--- src/rtl/core/celb_pkg.sv ---
// Shared codes, key values and result type for the console line edit buffer.
package celb_pkg;

    localparam logic OP_RX   = 1'b0;
    localparam logic OP_READ = 1'b1;

    localparam logic [1:0] ECHO_NONE  = 2'd0;
    localparam logic [1:0] ECHO_CHAR  = 2'd1;
    localparam logic [1:0] ECHO_ERASE = 2'd2;

    localparam logic [7:0] KEY_NUL    = 8'h00;
    localparam logic [7:0] KEY_CTRL_D = 8'h04;
    localparam logic [7:0] KEY_CTRL_H = 8'h08;
    localparam logic [7:0] KEY_LF     = 8'h0A;
    localparam logic [7:0] KEY_CR     = 8'h0D;
    localparam logic [7:0] KEY_CTRL_P = 8'h10;
    localparam logic [7:0] KEY_CTRL_U = 8'h15;
    localparam logic [7:0] KEY_DEL    = 8'h7F;

    localparam logic [7:0] ERASE_MAX  = 8'hFF;

    typedef struct packed {
        logic [1:0] echo_kind;
        logic [7:0] echo_char;
        logic [7:0] erase_count;
        logic       read_valid;
    } celb_result_t;

endpackage

--- src/rtl/core/celb_if.sv ---
// Valid/ready channel interfaces for the console line edit buffer.
interface celb_in_if;
    logic       valid;
    logic       ready;
    logic       op;
    logic [7:0] rx_char;

    modport source (output valid, output op, output rx_char, input ready);
    modport sink   (input valid, input op, input rx_char, output ready);
endinterface

interface celb_out_if;
    logic       valid;
    logic       ready;
    logic [1:0] echo_kind;
    logic [7:0] echo_char;
    logic [7:0] erase_count;
    logic       read_valid;
    logic [7:0] read_char;

    modport source (output valid, output echo_kind, output echo_char, output erase_count,
                    output read_valid, output read_char, input ready);
    modport sink   (input valid, input echo_kind, input echo_char, input erase_count,
                    input read_valid, input read_char, output ready);
endinterface

--- src/rtl/core/celb_line_mem.sv ---
// Line store: one write port, one registered read port.
module celb_line_mem #(
    parameter int BUF_DEPTH = 128,
    parameter int AW        = 7
) (
    input  logic          clk,
    input  logic          we,
    input  logic [AW-1:0] waddr,
    input  logic [7:0]    wdata,
    input  logic          re,
    input  logic [AW-1:0] raddr,
    output logic [7:0]    rdata
);

    logic [7:0] mem [BUF_DEPTH];
    logic [7:0] rdata_reg;

    always_ff @(posedge clk)
    begin
        if (we)
        begin
            mem[waddr] <= wdata;
        end
        if (re)
        begin
            rdata_reg <= mem[raddr];
        end
    end

    assign rdata = rdata_reg;

endmodule

--- src/rtl/core/celb_edit_ctrl.sv ---
// Pointer state, key decode and line store access control.
module celb_edit_ctrl import celb_pkg::*; #(
    parameter int BUF_DEPTH = 128,
    parameter int AW        = 7,
    parameter int PW        = 8
) (
    input  logic          clk,
    input  logic          rst_n,
    input  logic          fire,
    input  logic          op,
    input  logic [7:0]    rx_char,
    output logic          mem_we,
    output logic [AW-1:0] mem_waddr,
    output logic [7:0]    mem_wdata,
    output logic          mem_re,
    output logic [AW-1:0] mem_raddr,
    output celb_result_t  result
);

    localparam logic [PW:0]   PMOD  = (PW+1)'(2 * BUF_DEPTH);
    localparam logic [PW-1:0] DEPTH = PW'(BUF_DEPTH);
    localparam logic [PW-1:0] PLAST = PW'(2 * BUF_DEPTH - 1);
    localparam int            CW    = (PW > 8) ? PW : 8;

    logic [PW-1:0] read_ptr_reg, read_ptr_next;
    logic [PW-1:0] commit_ptr_reg, commit_ptr_next;
    logic [PW-1:0] edit_ptr_reg, edit_ptr_next;
    logic [PW-1:0] dist_ec, dist_er, dist_cr;
    logic [CW-1:0] dist_ec_ext;
    logic [7:0]    ch;

    function automatic logic [PW-1:0] ptr_dist(input logic [PW-1:0] hi,
                                               input logic [PW-1:0] lo);
        logic [PW:0] d;
        d = {1'b0, hi} - {1'b0, lo};
        if (d[PW])
        begin
            d = d + PMOD;
        end
        return d[PW-1:0];
    endfunction

    function automatic logic [PW-1:0] ptr_inc(input logic [PW-1:0] p);
        return (p == PLAST) ? '0 : p + PW'(1);
    endfunction

    function automatic logic [PW-1:0] ptr_dec(input logic [PW-1:0] p);
        return (p == '0) ? PLAST : p - PW'(1);
    endfunction

    function automatic logic [AW-1:0] ptr_slot(input logic [PW-1:0] p);
        logic [PW-1:0] s;
        s = (p >= DEPTH) ? p - DEPTH : p;
        return s[AW-1:0];
    endfunction

    assign dist_ec     = ptr_dist(edit_ptr_reg, commit_ptr_reg);
    assign dist_er     = ptr_dist(edit_ptr_reg, read_ptr_reg);
    assign dist_cr     = ptr_dist(commit_ptr_reg, read_ptr_reg);
    assign dist_ec_ext = CW'(dist_ec);
    assign mem_raddr   = ptr_slot(read_ptr_reg);
    assign mem_waddr   = ptr_slot(edit_ptr_reg);

    always_comb
    begin
        read_ptr_next   = read_ptr_reg;
        commit_ptr_next = commit_ptr_reg;
        edit_ptr_next   = edit_ptr_reg;
        result          = '0;
        mem_we          = 1'b0;
        mem_re          = 1'b0;
        ch              = (rx_char == KEY_CR || rx_char == KEY_CTRL_D) ? KEY_LF : rx_char;
        mem_wdata       = ch;
        if (fire)
        begin
            if (op == OP_READ)
            begin
                if (read_ptr_reg != commit_ptr_reg)
                begin
                    mem_re            = 1'b1;
                    result.read_valid = 1'b1;
                    read_ptr_next     = ptr_inc(read_ptr_reg);
                end
            end
            else if (rx_char == KEY_NUL || rx_char == KEY_CTRL_P)
            begin
                result = '0;
            end
            else if (rx_char == KEY_CTRL_U)
            begin
                if (dist_ec != '0)
                begin
                    edit_ptr_next      = commit_ptr_reg;
                    result.echo_kind   = ECHO_ERASE;
                    result.erase_count = (dist_ec_ext > CW'(ERASE_MAX)) ? ERASE_MAX
                                                                        : dist_ec_ext[7:0];
                end
            end
            else if (rx_char == KEY_CTRL_H || rx_char == KEY_DEL)
            begin
                if (edit_ptr_reg != commit_ptr_reg)
                begin
                    edit_ptr_next      = ptr_dec(edit_ptr_reg);
                    result.echo_kind   = ECHO_ERASE;
                    result.erase_count = 8'd1;
                end
            end
            else if (dist_er < DEPTH)
            begin
                mem_we           = 1'b1;
                result.echo_kind = ECHO_CHAR;
                result.echo_char = ch;
                edit_ptr_next    = ptr_inc(edit_ptr_reg);
                if (ch == KEY_LF || dist_er == DEPTH - PW'(1))
                begin
                    commit_ptr_next = ptr_inc(edit_ptr_reg);
                end
            end
        end
    end

    always_ff @(posedge clk or negedge rst_n)
    begin
        if (!rst_n)
        begin
            read_ptr_reg   <= '0;
            commit_ptr_reg <= '0;
            edit_ptr_reg   <= '0;
        end
        else
        begin
            read_ptr_reg   <= read_ptr_next;
            commit_ptr_reg <= commit_ptr_next;
            edit_ptr_reg   <= edit_ptr_next;
        end
    end

    // ring never holds more than its depth
    a_ring_bound: assert property (@(posedge clk) disable iff (!rst_n)
        dist_er <= DEPTH)
        else $error("ring occupancy exceeds depth");

    // committed region lies inside the filled region
    a_ptr_order: assert property (@(posedge clk) disable iff (!rst_n)
        dist_cr <= dist_er)
        else $error("commit pointer beyond edit pointer");

    // stored newline commits the whole line
    a_lf_commits: assert property (@(posedge clk) disable iff (!rst_n)
        (mem_we && ch == KEY_LF) |=> (commit_ptr_reg == edit_ptr_reg))
        else $error("newline did not commit");

    // erase echo always reports at least one character
    a_erase_nonzero: assert property (@(posedge clk) disable iff (!rst_n)
        (result.echo_kind == ECHO_ERASE) |-> (result.erase_count != 8'd0))
        else $error("erase echo with zero count");

endmodule

--- src/rtl/core/console_line_edit_buffer.sv ---
// Top level of the console line edit buffer: channel handshake and result register.
// Each input transfer is either a received byte (op 0) or a consumer read (op 1)
// and yields exactly one result transfer. Unless the output stalls, the block takes
// one item per cycle: the pointer update and the line store access finish in the
// accept cycle, and the result, including the byte read from the store's registered
// port, appears in the output register in the next cycle. A new item is taken
// whenever the output register is empty or drains in the same cycle. No clearing
// pass is needed after reset; the store is only read at committed entries.
module console_line_edit_buffer import celb_pkg::*; #(
    parameter int BUF_DEPTH = 128
) (
    input  logic        clk,
    input  logic        rst_n,
    celb_in_if.sink     in_ch,
    celb_out_if.source  out_ch
);

    localparam int AW = (BUF_DEPTH > 1) ? $clog2(BUF_DEPTH) : 1;
    localparam int PW = $clog2(2 * BUF_DEPTH);

    logic          fire;
    logic          mem_we;
    logic [AW-1:0] mem_waddr;
    logic [7:0]    mem_wdata;
    logic          mem_re;
    logic [AW-1:0] mem_raddr;
    logic [7:0]    mem_rdata;
    celb_result_t  res_next;
    celb_result_t  res_reg;
    logic          out_valid_reg, out_valid_next;

    assign in_ch.ready    = !out_valid_reg || out_ch.ready;
    assign fire           = in_ch.valid && in_ch.ready;
    assign out_valid_next = fire || (out_valid_reg && !out_ch.ready);

    celb_edit_ctrl #(
        .BUF_DEPTH (BUF_DEPTH),
        .AW        (AW),
        .PW        (PW)
    ) u_ctrl (
        .clk       (clk),
        .rst_n     (rst_n),
        .fire      (fire),
        .op        (in_ch.op),
        .rx_char   (in_ch.rx_char),
        .mem_we    (mem_we),
        .mem_waddr (mem_waddr),
        .mem_wdata (mem_wdata),
        .mem_re    (mem_re),
        .mem_raddr (mem_raddr),
        .result    (res_next)
    );

    celb_line_mem #(
        .BUF_DEPTH (BUF_DEPTH),
        .AW        (AW)
    ) u_mem (
        .clk   (clk),
        .we    (mem_we),
        .waddr (mem_waddr),
        .wdata (mem_wdata),
        .re    (mem_re),
        .raddr (mem_raddr),
        .rdata (mem_rdata)
    );

    always_ff @(posedge clk or negedge rst_n)
    begin
        if (!rst_n)
        begin
            out_valid_reg <= 1'b0;
        end
        else
        begin
            out_valid_reg <= out_valid_next;
        end
    end

    always_ff @(posedge clk)
    begin
        if (fire)
        begin
            res_reg <= res_next;
        end
    end

    assign out_ch.valid       = out_valid_reg;
    assign out_ch.echo_kind   = res_reg.echo_kind;
    assign out_ch.echo_char   = res_reg.echo_char;
    assign out_ch.erase_count = res_reg.erase_count;
    assign out_ch.read_valid  = res_reg.read_valid;
    assign out_ch.read_char   = res_reg.read_valid ? mem_rdata : 8'd0;

endmodule
--- src/flat_wrapper.sv ---
// flat-port wrapper written by rule: the top's interface ports become plain ports
module console_line_edit_buffer_flat import celb_pkg::*;
#(
    parameter int BUF_DEPTH = 128
)
  (clk, rst_n, in_ch_valid, in_ch_op, in_ch_rx_char, in_ch_ready, out_ch_valid, out_ch_echo_kind, out_ch_echo_char, out_ch_erase_count, out_ch_read_valid, out_ch_read_char, out_ch_ready);
  celb_in_if in_ch_i ();
  celb_out_if out_ch_i ();
  input  logic clk;
  input  logic rst_n;
  input wire logic [$bits(in_ch_i.valid)-1:0] in_ch_valid;
  input wire logic [$bits(in_ch_i.op)-1:0] in_ch_op;
  input wire logic [$bits(in_ch_i.rx_char)-1:0] in_ch_rx_char;
  output wire logic [$bits(in_ch_i.ready)-1:0] in_ch_ready;
  output wire logic [$bits(out_ch_i.valid)-1:0] out_ch_valid;
  output wire logic [$bits(out_ch_i.echo_kind)-1:0] out_ch_echo_kind;
  output wire logic [$bits(out_ch_i.echo_char)-1:0] out_ch_echo_char;
  output wire logic [$bits(out_ch_i.erase_count)-1:0] out_ch_erase_count;
  output wire logic [$bits(out_ch_i.read_valid)-1:0] out_ch_read_valid;
  output wire logic [$bits(out_ch_i.read_char)-1:0] out_ch_read_char;
  input wire logic [$bits(out_ch_i.ready)-1:0] out_ch_ready;
  assign in_ch_i.valid = in_ch_valid;
  assign in_ch_i.op = in_ch_op;
  assign in_ch_i.rx_char = in_ch_rx_char;
  assign in_ch_ready = in_ch_i.ready;
  assign out_ch_valid = out_ch_i.valid;
  assign out_ch_echo_kind = out_ch_i.echo_kind;
  assign out_ch_echo_char = out_ch_i.echo_char;
  assign out_ch_erase_count = out_ch_i.erase_count;
  assign out_ch_read_valid = out_ch_i.read_valid;
  assign out_ch_read_char = out_ch_i.read_char;
  assign out_ch_i.ready = out_ch_ready;
  console_line_edit_buffer #(.BUF_DEPTH(BUF_DEPTH)) u_core (.clk(clk), .rst_n(rst_n), .in_ch(in_ch_i), .out_ch(out_ch_i));
endmodule
--- config.mk ---
export PLATFORM = sky130hd
export DESIGN_NAME = console_line_edit_buffer_flat
export DESIGN_NICKNAME = d
export VERILOG_FILES = /design/src/rtl/core/celb_pkg.sv /design/src/rtl/core/celb_if.sv /design/src/rtl/core/celb_line_mem.sv /design/src/rtl/core/celb_edit_ctrl.sv /design/src/rtl/core/console_line_edit_buffer.sv /design/src/flat_wrapper.sv
export SDC_FILE = /design/constraint.sdc
export NUM_CORES = 1
export LEC_CHECK = 0
export BUFFER_PORTS_ARGS = -buffer_cell sky130_fd_sc_hd__buf_2
export CORE_UTILIZATION = 40
export DETAILED_ROUTE_END_ITERATION = 10
export SYNTH_ARGS = -nofsm -noshare
export SYNTH_HDL_FRONTEND = slang
export SYNTH_HIERARCHICAL = 1
export SYNTH_SLANG_ARGS = --single-unit
export TNS_END_PERCENT = 1
--- constraint.sdc ---
create_clock -name clk -period 5.67 [get_ports clk]
set_input_delay 0.8505 -clock clk [delete_from_list [all_inputs] [get_ports clk]]
set_output_delay 0.8505 -clock clk [all_outputs]
set_load 0.03 [all_outputs]
==> results.md <==
* Critical Path RT at 5970 ps
* Clock slew at reported path FFs at 70 ps
* GPL Wtd Cong at 0.8499
* Final Cycle Share at 0.7851
* Worst skew pair latency at 690 ps
* Syn avg cell area at 21.58 µm²
* Final WL at 100.3 mm
* Crit path time final at 4452 ps
* Area contributors post-synth: edfxtp_1 73%, mux4_2 18%, dfrtp_1 1.5%, nor2_1 1.3%, ha_1 0.52%
* Total grt overflow at 0
* Yosys top cell area share at 0.7321
* Port bufs at 41
* Status: complete, no violations
* Class of the worst hold path: in -> async
* Cells after Synth at 1998
* Warnings from Yosys at 6
* Final cell count without fillers at 3564
* Dpl cells at 3372
* Ys async rst share at 0.02323
* Slew @ Worst Pin at 1187 ps
* Fillers at 8876
* Vias post-DR at 20460
* Hold Fails Final Rpt at 0
* Number of global-route vias before repair at 20960
* Core area at 106900 µm²
* VDD IR max at 0.4581 mV
* Setup_tns at 0 ps
* # IOs at 42
* CP Capture Type: register
* Setup crit start kind: register
* Number of distinct library cells after synthesis at 61
* CTS Hold Buffers Added at 0
* Root buf cell: clkbuf_16
* Share of cells above drive strength 1 at 0.2833
* Detailed Place HPWL at 60.71 mm
* Critical path class: reg -> reg
* Crit-path max FO at 13
* Initial antenna violation count at 4
* Die height at 330.3 µm
* Area of the multi-input gates at 10270 µm²
* Tot GR Track Use at 0.1869
* Largest net degree at the start of global routing at 133
* Pins Over Slew Limit at 0
* Site Rows at 120
* RSZ-0062 raised after global routing: no
* Post-synth top flop: edfxtp_1
* Clock Tree Buf Depth at 3
* Largest register FFs at 1024
* Vias per cell at 5.740
* Cell taking the most area after synthesis: edfxtp_1
* Post-synth EDFFs at 1051
* Drt drc at 0
* Post-CTS setup repair buffer count at 0
* Drt first pass iters at 6
* Register bit total from synthesis at 1076
* Worst Skew at 31.46 ps
* Netlist Area Pre-Place at 43110 µm²
* CP arrival at 4750 ps
* Nets at 2108
* Pwr Density at 462.4 nW/µm²
* Post-synthesis sequential area ratio at 0.7466
* CTS tree: done
* LEAKAGE at 0.01497 µW
* Syn nets at 2031
* # setup viols final at 0
* 1st-iter DRT viols at 2320
* Antenna-violating nets left at 0
* Fmax at 224.6 MHz
* Worst relative slew slack at 0.2070
* Area taken by flip-flops and latches at 32200 µm²
* Clk sinks at 1076
* Full die area at 109100 µm²
* Area Growth Syn to Fin at 12.48%
* Routed len/inst at 28.14 µm
* Most flop-heavy register: u_core/u_mem/mem
* Num CTS Buffers at 104
* Post-CTS sizing at 0
* Initial Utilization at 0.4032
* Max cap viols at 0
* H-tree Lvls at 3
* Die Span X at 330.3 µm
* Global-route wire length before repair at 148.1 mm
## cells by family after synthesis
group,synth area share
mux,0.1820
buf+inv,0.01567
compound gates,0.01054
fa+ha+maj,0.006153
simple gates,0.03251
xor+xnor,0.006502
flops,0.7466
## Yosys cell counts (5+ instances only)
master and n:
buf_1 18, buf_2 18, mux2_1 5, nor2_1 151, nand3_1 22, nor3_1 16
clkbuf_1 55, nand2b_1 9, xor2_1 15, mux4_2 336, and2_1 19, o21ai_0 13
mux2_2 9, xnor2_1 17, buf_4 27, mux2_4 6, nor4_1 7, inv_1 23
ha_1 18, edfxtp_1 1051, dfrtp_1 25, nand2_1 38, nand4_1 5, a211oi_1 5
nor2b_1 10, a21oi_1 21
## placed cells by master, fill, tap and decap left out, types with 5 or more instances in the layout
cell type,n
edfxtp_1,1051
mux4_2,336
nor2_1,151
clkbuf_16,104
buf_4,49
buf_2,37
nand2_1,36
inv_1,23
clkinv_1,22
nand3_1,22
dfrtp_1,21
a21oi_1,21
ha_1,18
and2_1,17
xnor2_1,17
nor3_1,16
bufinv_16,15
clkbuf_1,15
xor2_1,15
clkinv_2,14
o21ai_0,13
nor2b_1,10
nand2b_1,9
mux2_2,9
nor4_1,7
clkinvlp_4,6
mux2_4,6
buf_12,5
a211oi_1,5
nand4_1,5
mux2_1,5
## critical path, cell delays in order (launching register included)
cell	delay, ps
dfrtp_1	650
inv_1	130
ha_1	380
nand3_1	120
a21oi_1	150
mux2_2	360
nor2_1	110
and3_1	200
nor2b_1	290
nand2_1	770
nor2_1	910
## layout make-up
cell class	instances	area share
Timing Repair Buffer	91	0.01347
Tap cell	1403	0.03621
Clock buffer	121	0.05541
Inverter	23	0.001781
Clock inverter	70	0.01721
Antenna cell	1	0.00005161
Multi-Input combinational cell	779	0.2117
Sequential cell	1076	0.6641
## layer usage
layer / part of all wire / vias up / wire length [µm] / track usage
li1: - / 8453 / - / -
met2: 0.50 / 744 / 50110 / 0.3058
met3: 0.060 / 132 / 6014 / 0.02576
met5: 0 / - / 0 / 0
met1: 0.42 / 11130 / 42120 / 0.2638
met4: 0.020 / 0 / 2034 / 0.05009
## path summary, 6_finish.rpt
path	depth (start not counted)	from	endpoint	slack [ps]
setup / recovery	10	u_core/u_ctrl/read_ptr_reg[5]	u_core/u_mem/mem[88][5]	1220
hold / removal	1	rst_n	u_core/out_ch.valid	210
setup reg to reg	10	u_core/u_ctrl/read_ptr_reg[5]	u_core/u_mem/mem[88][5]	1220
hold reg to reg	1	u_core/u_ctrl/commit_ptr_reg[1]	u_core/u_ctrl/commit_ptr_reg[1]	570
max in group asynchronous	1	rst_n	u_core/u_ctrl/read_ptr_reg[2]	4950
min in group clk	2	in_ch_valid	u_core/out_ch.valid	400
## stage by stage
step	util	worst slack [ps]	hold WS, ps	area (µm²)	power (µW)
6_report	0.4535	1218	205.1	48490	22420
5_1_grt	0.4535	1006	235.5	48480	23220
4_1_cts	0.4535	1206	194.5	48480	22650
3_5_place_dp	0.4206	911.3	549.2	44960	15560
3_3_place_gp	0.4206	1051	520.4	44960	15530
2_1_floorplan	-	2140	503.6	43110	13600
## report_power, final
| group | leakage, µW | total [µW] | internal, µW | switching, µW |
|---|---|---|---|---|
| logic | 0.00349 | 6350 | 2900 | 3450 |
| registers | 0.00978 | 8970 | 8860 | 110 |
| clock network | 0.00170 | 7100 | 4100 | 3000 |
| total | 0.0150 | 22400 | 15900 | 6560 |
Power figures use the tool's default switching activity.
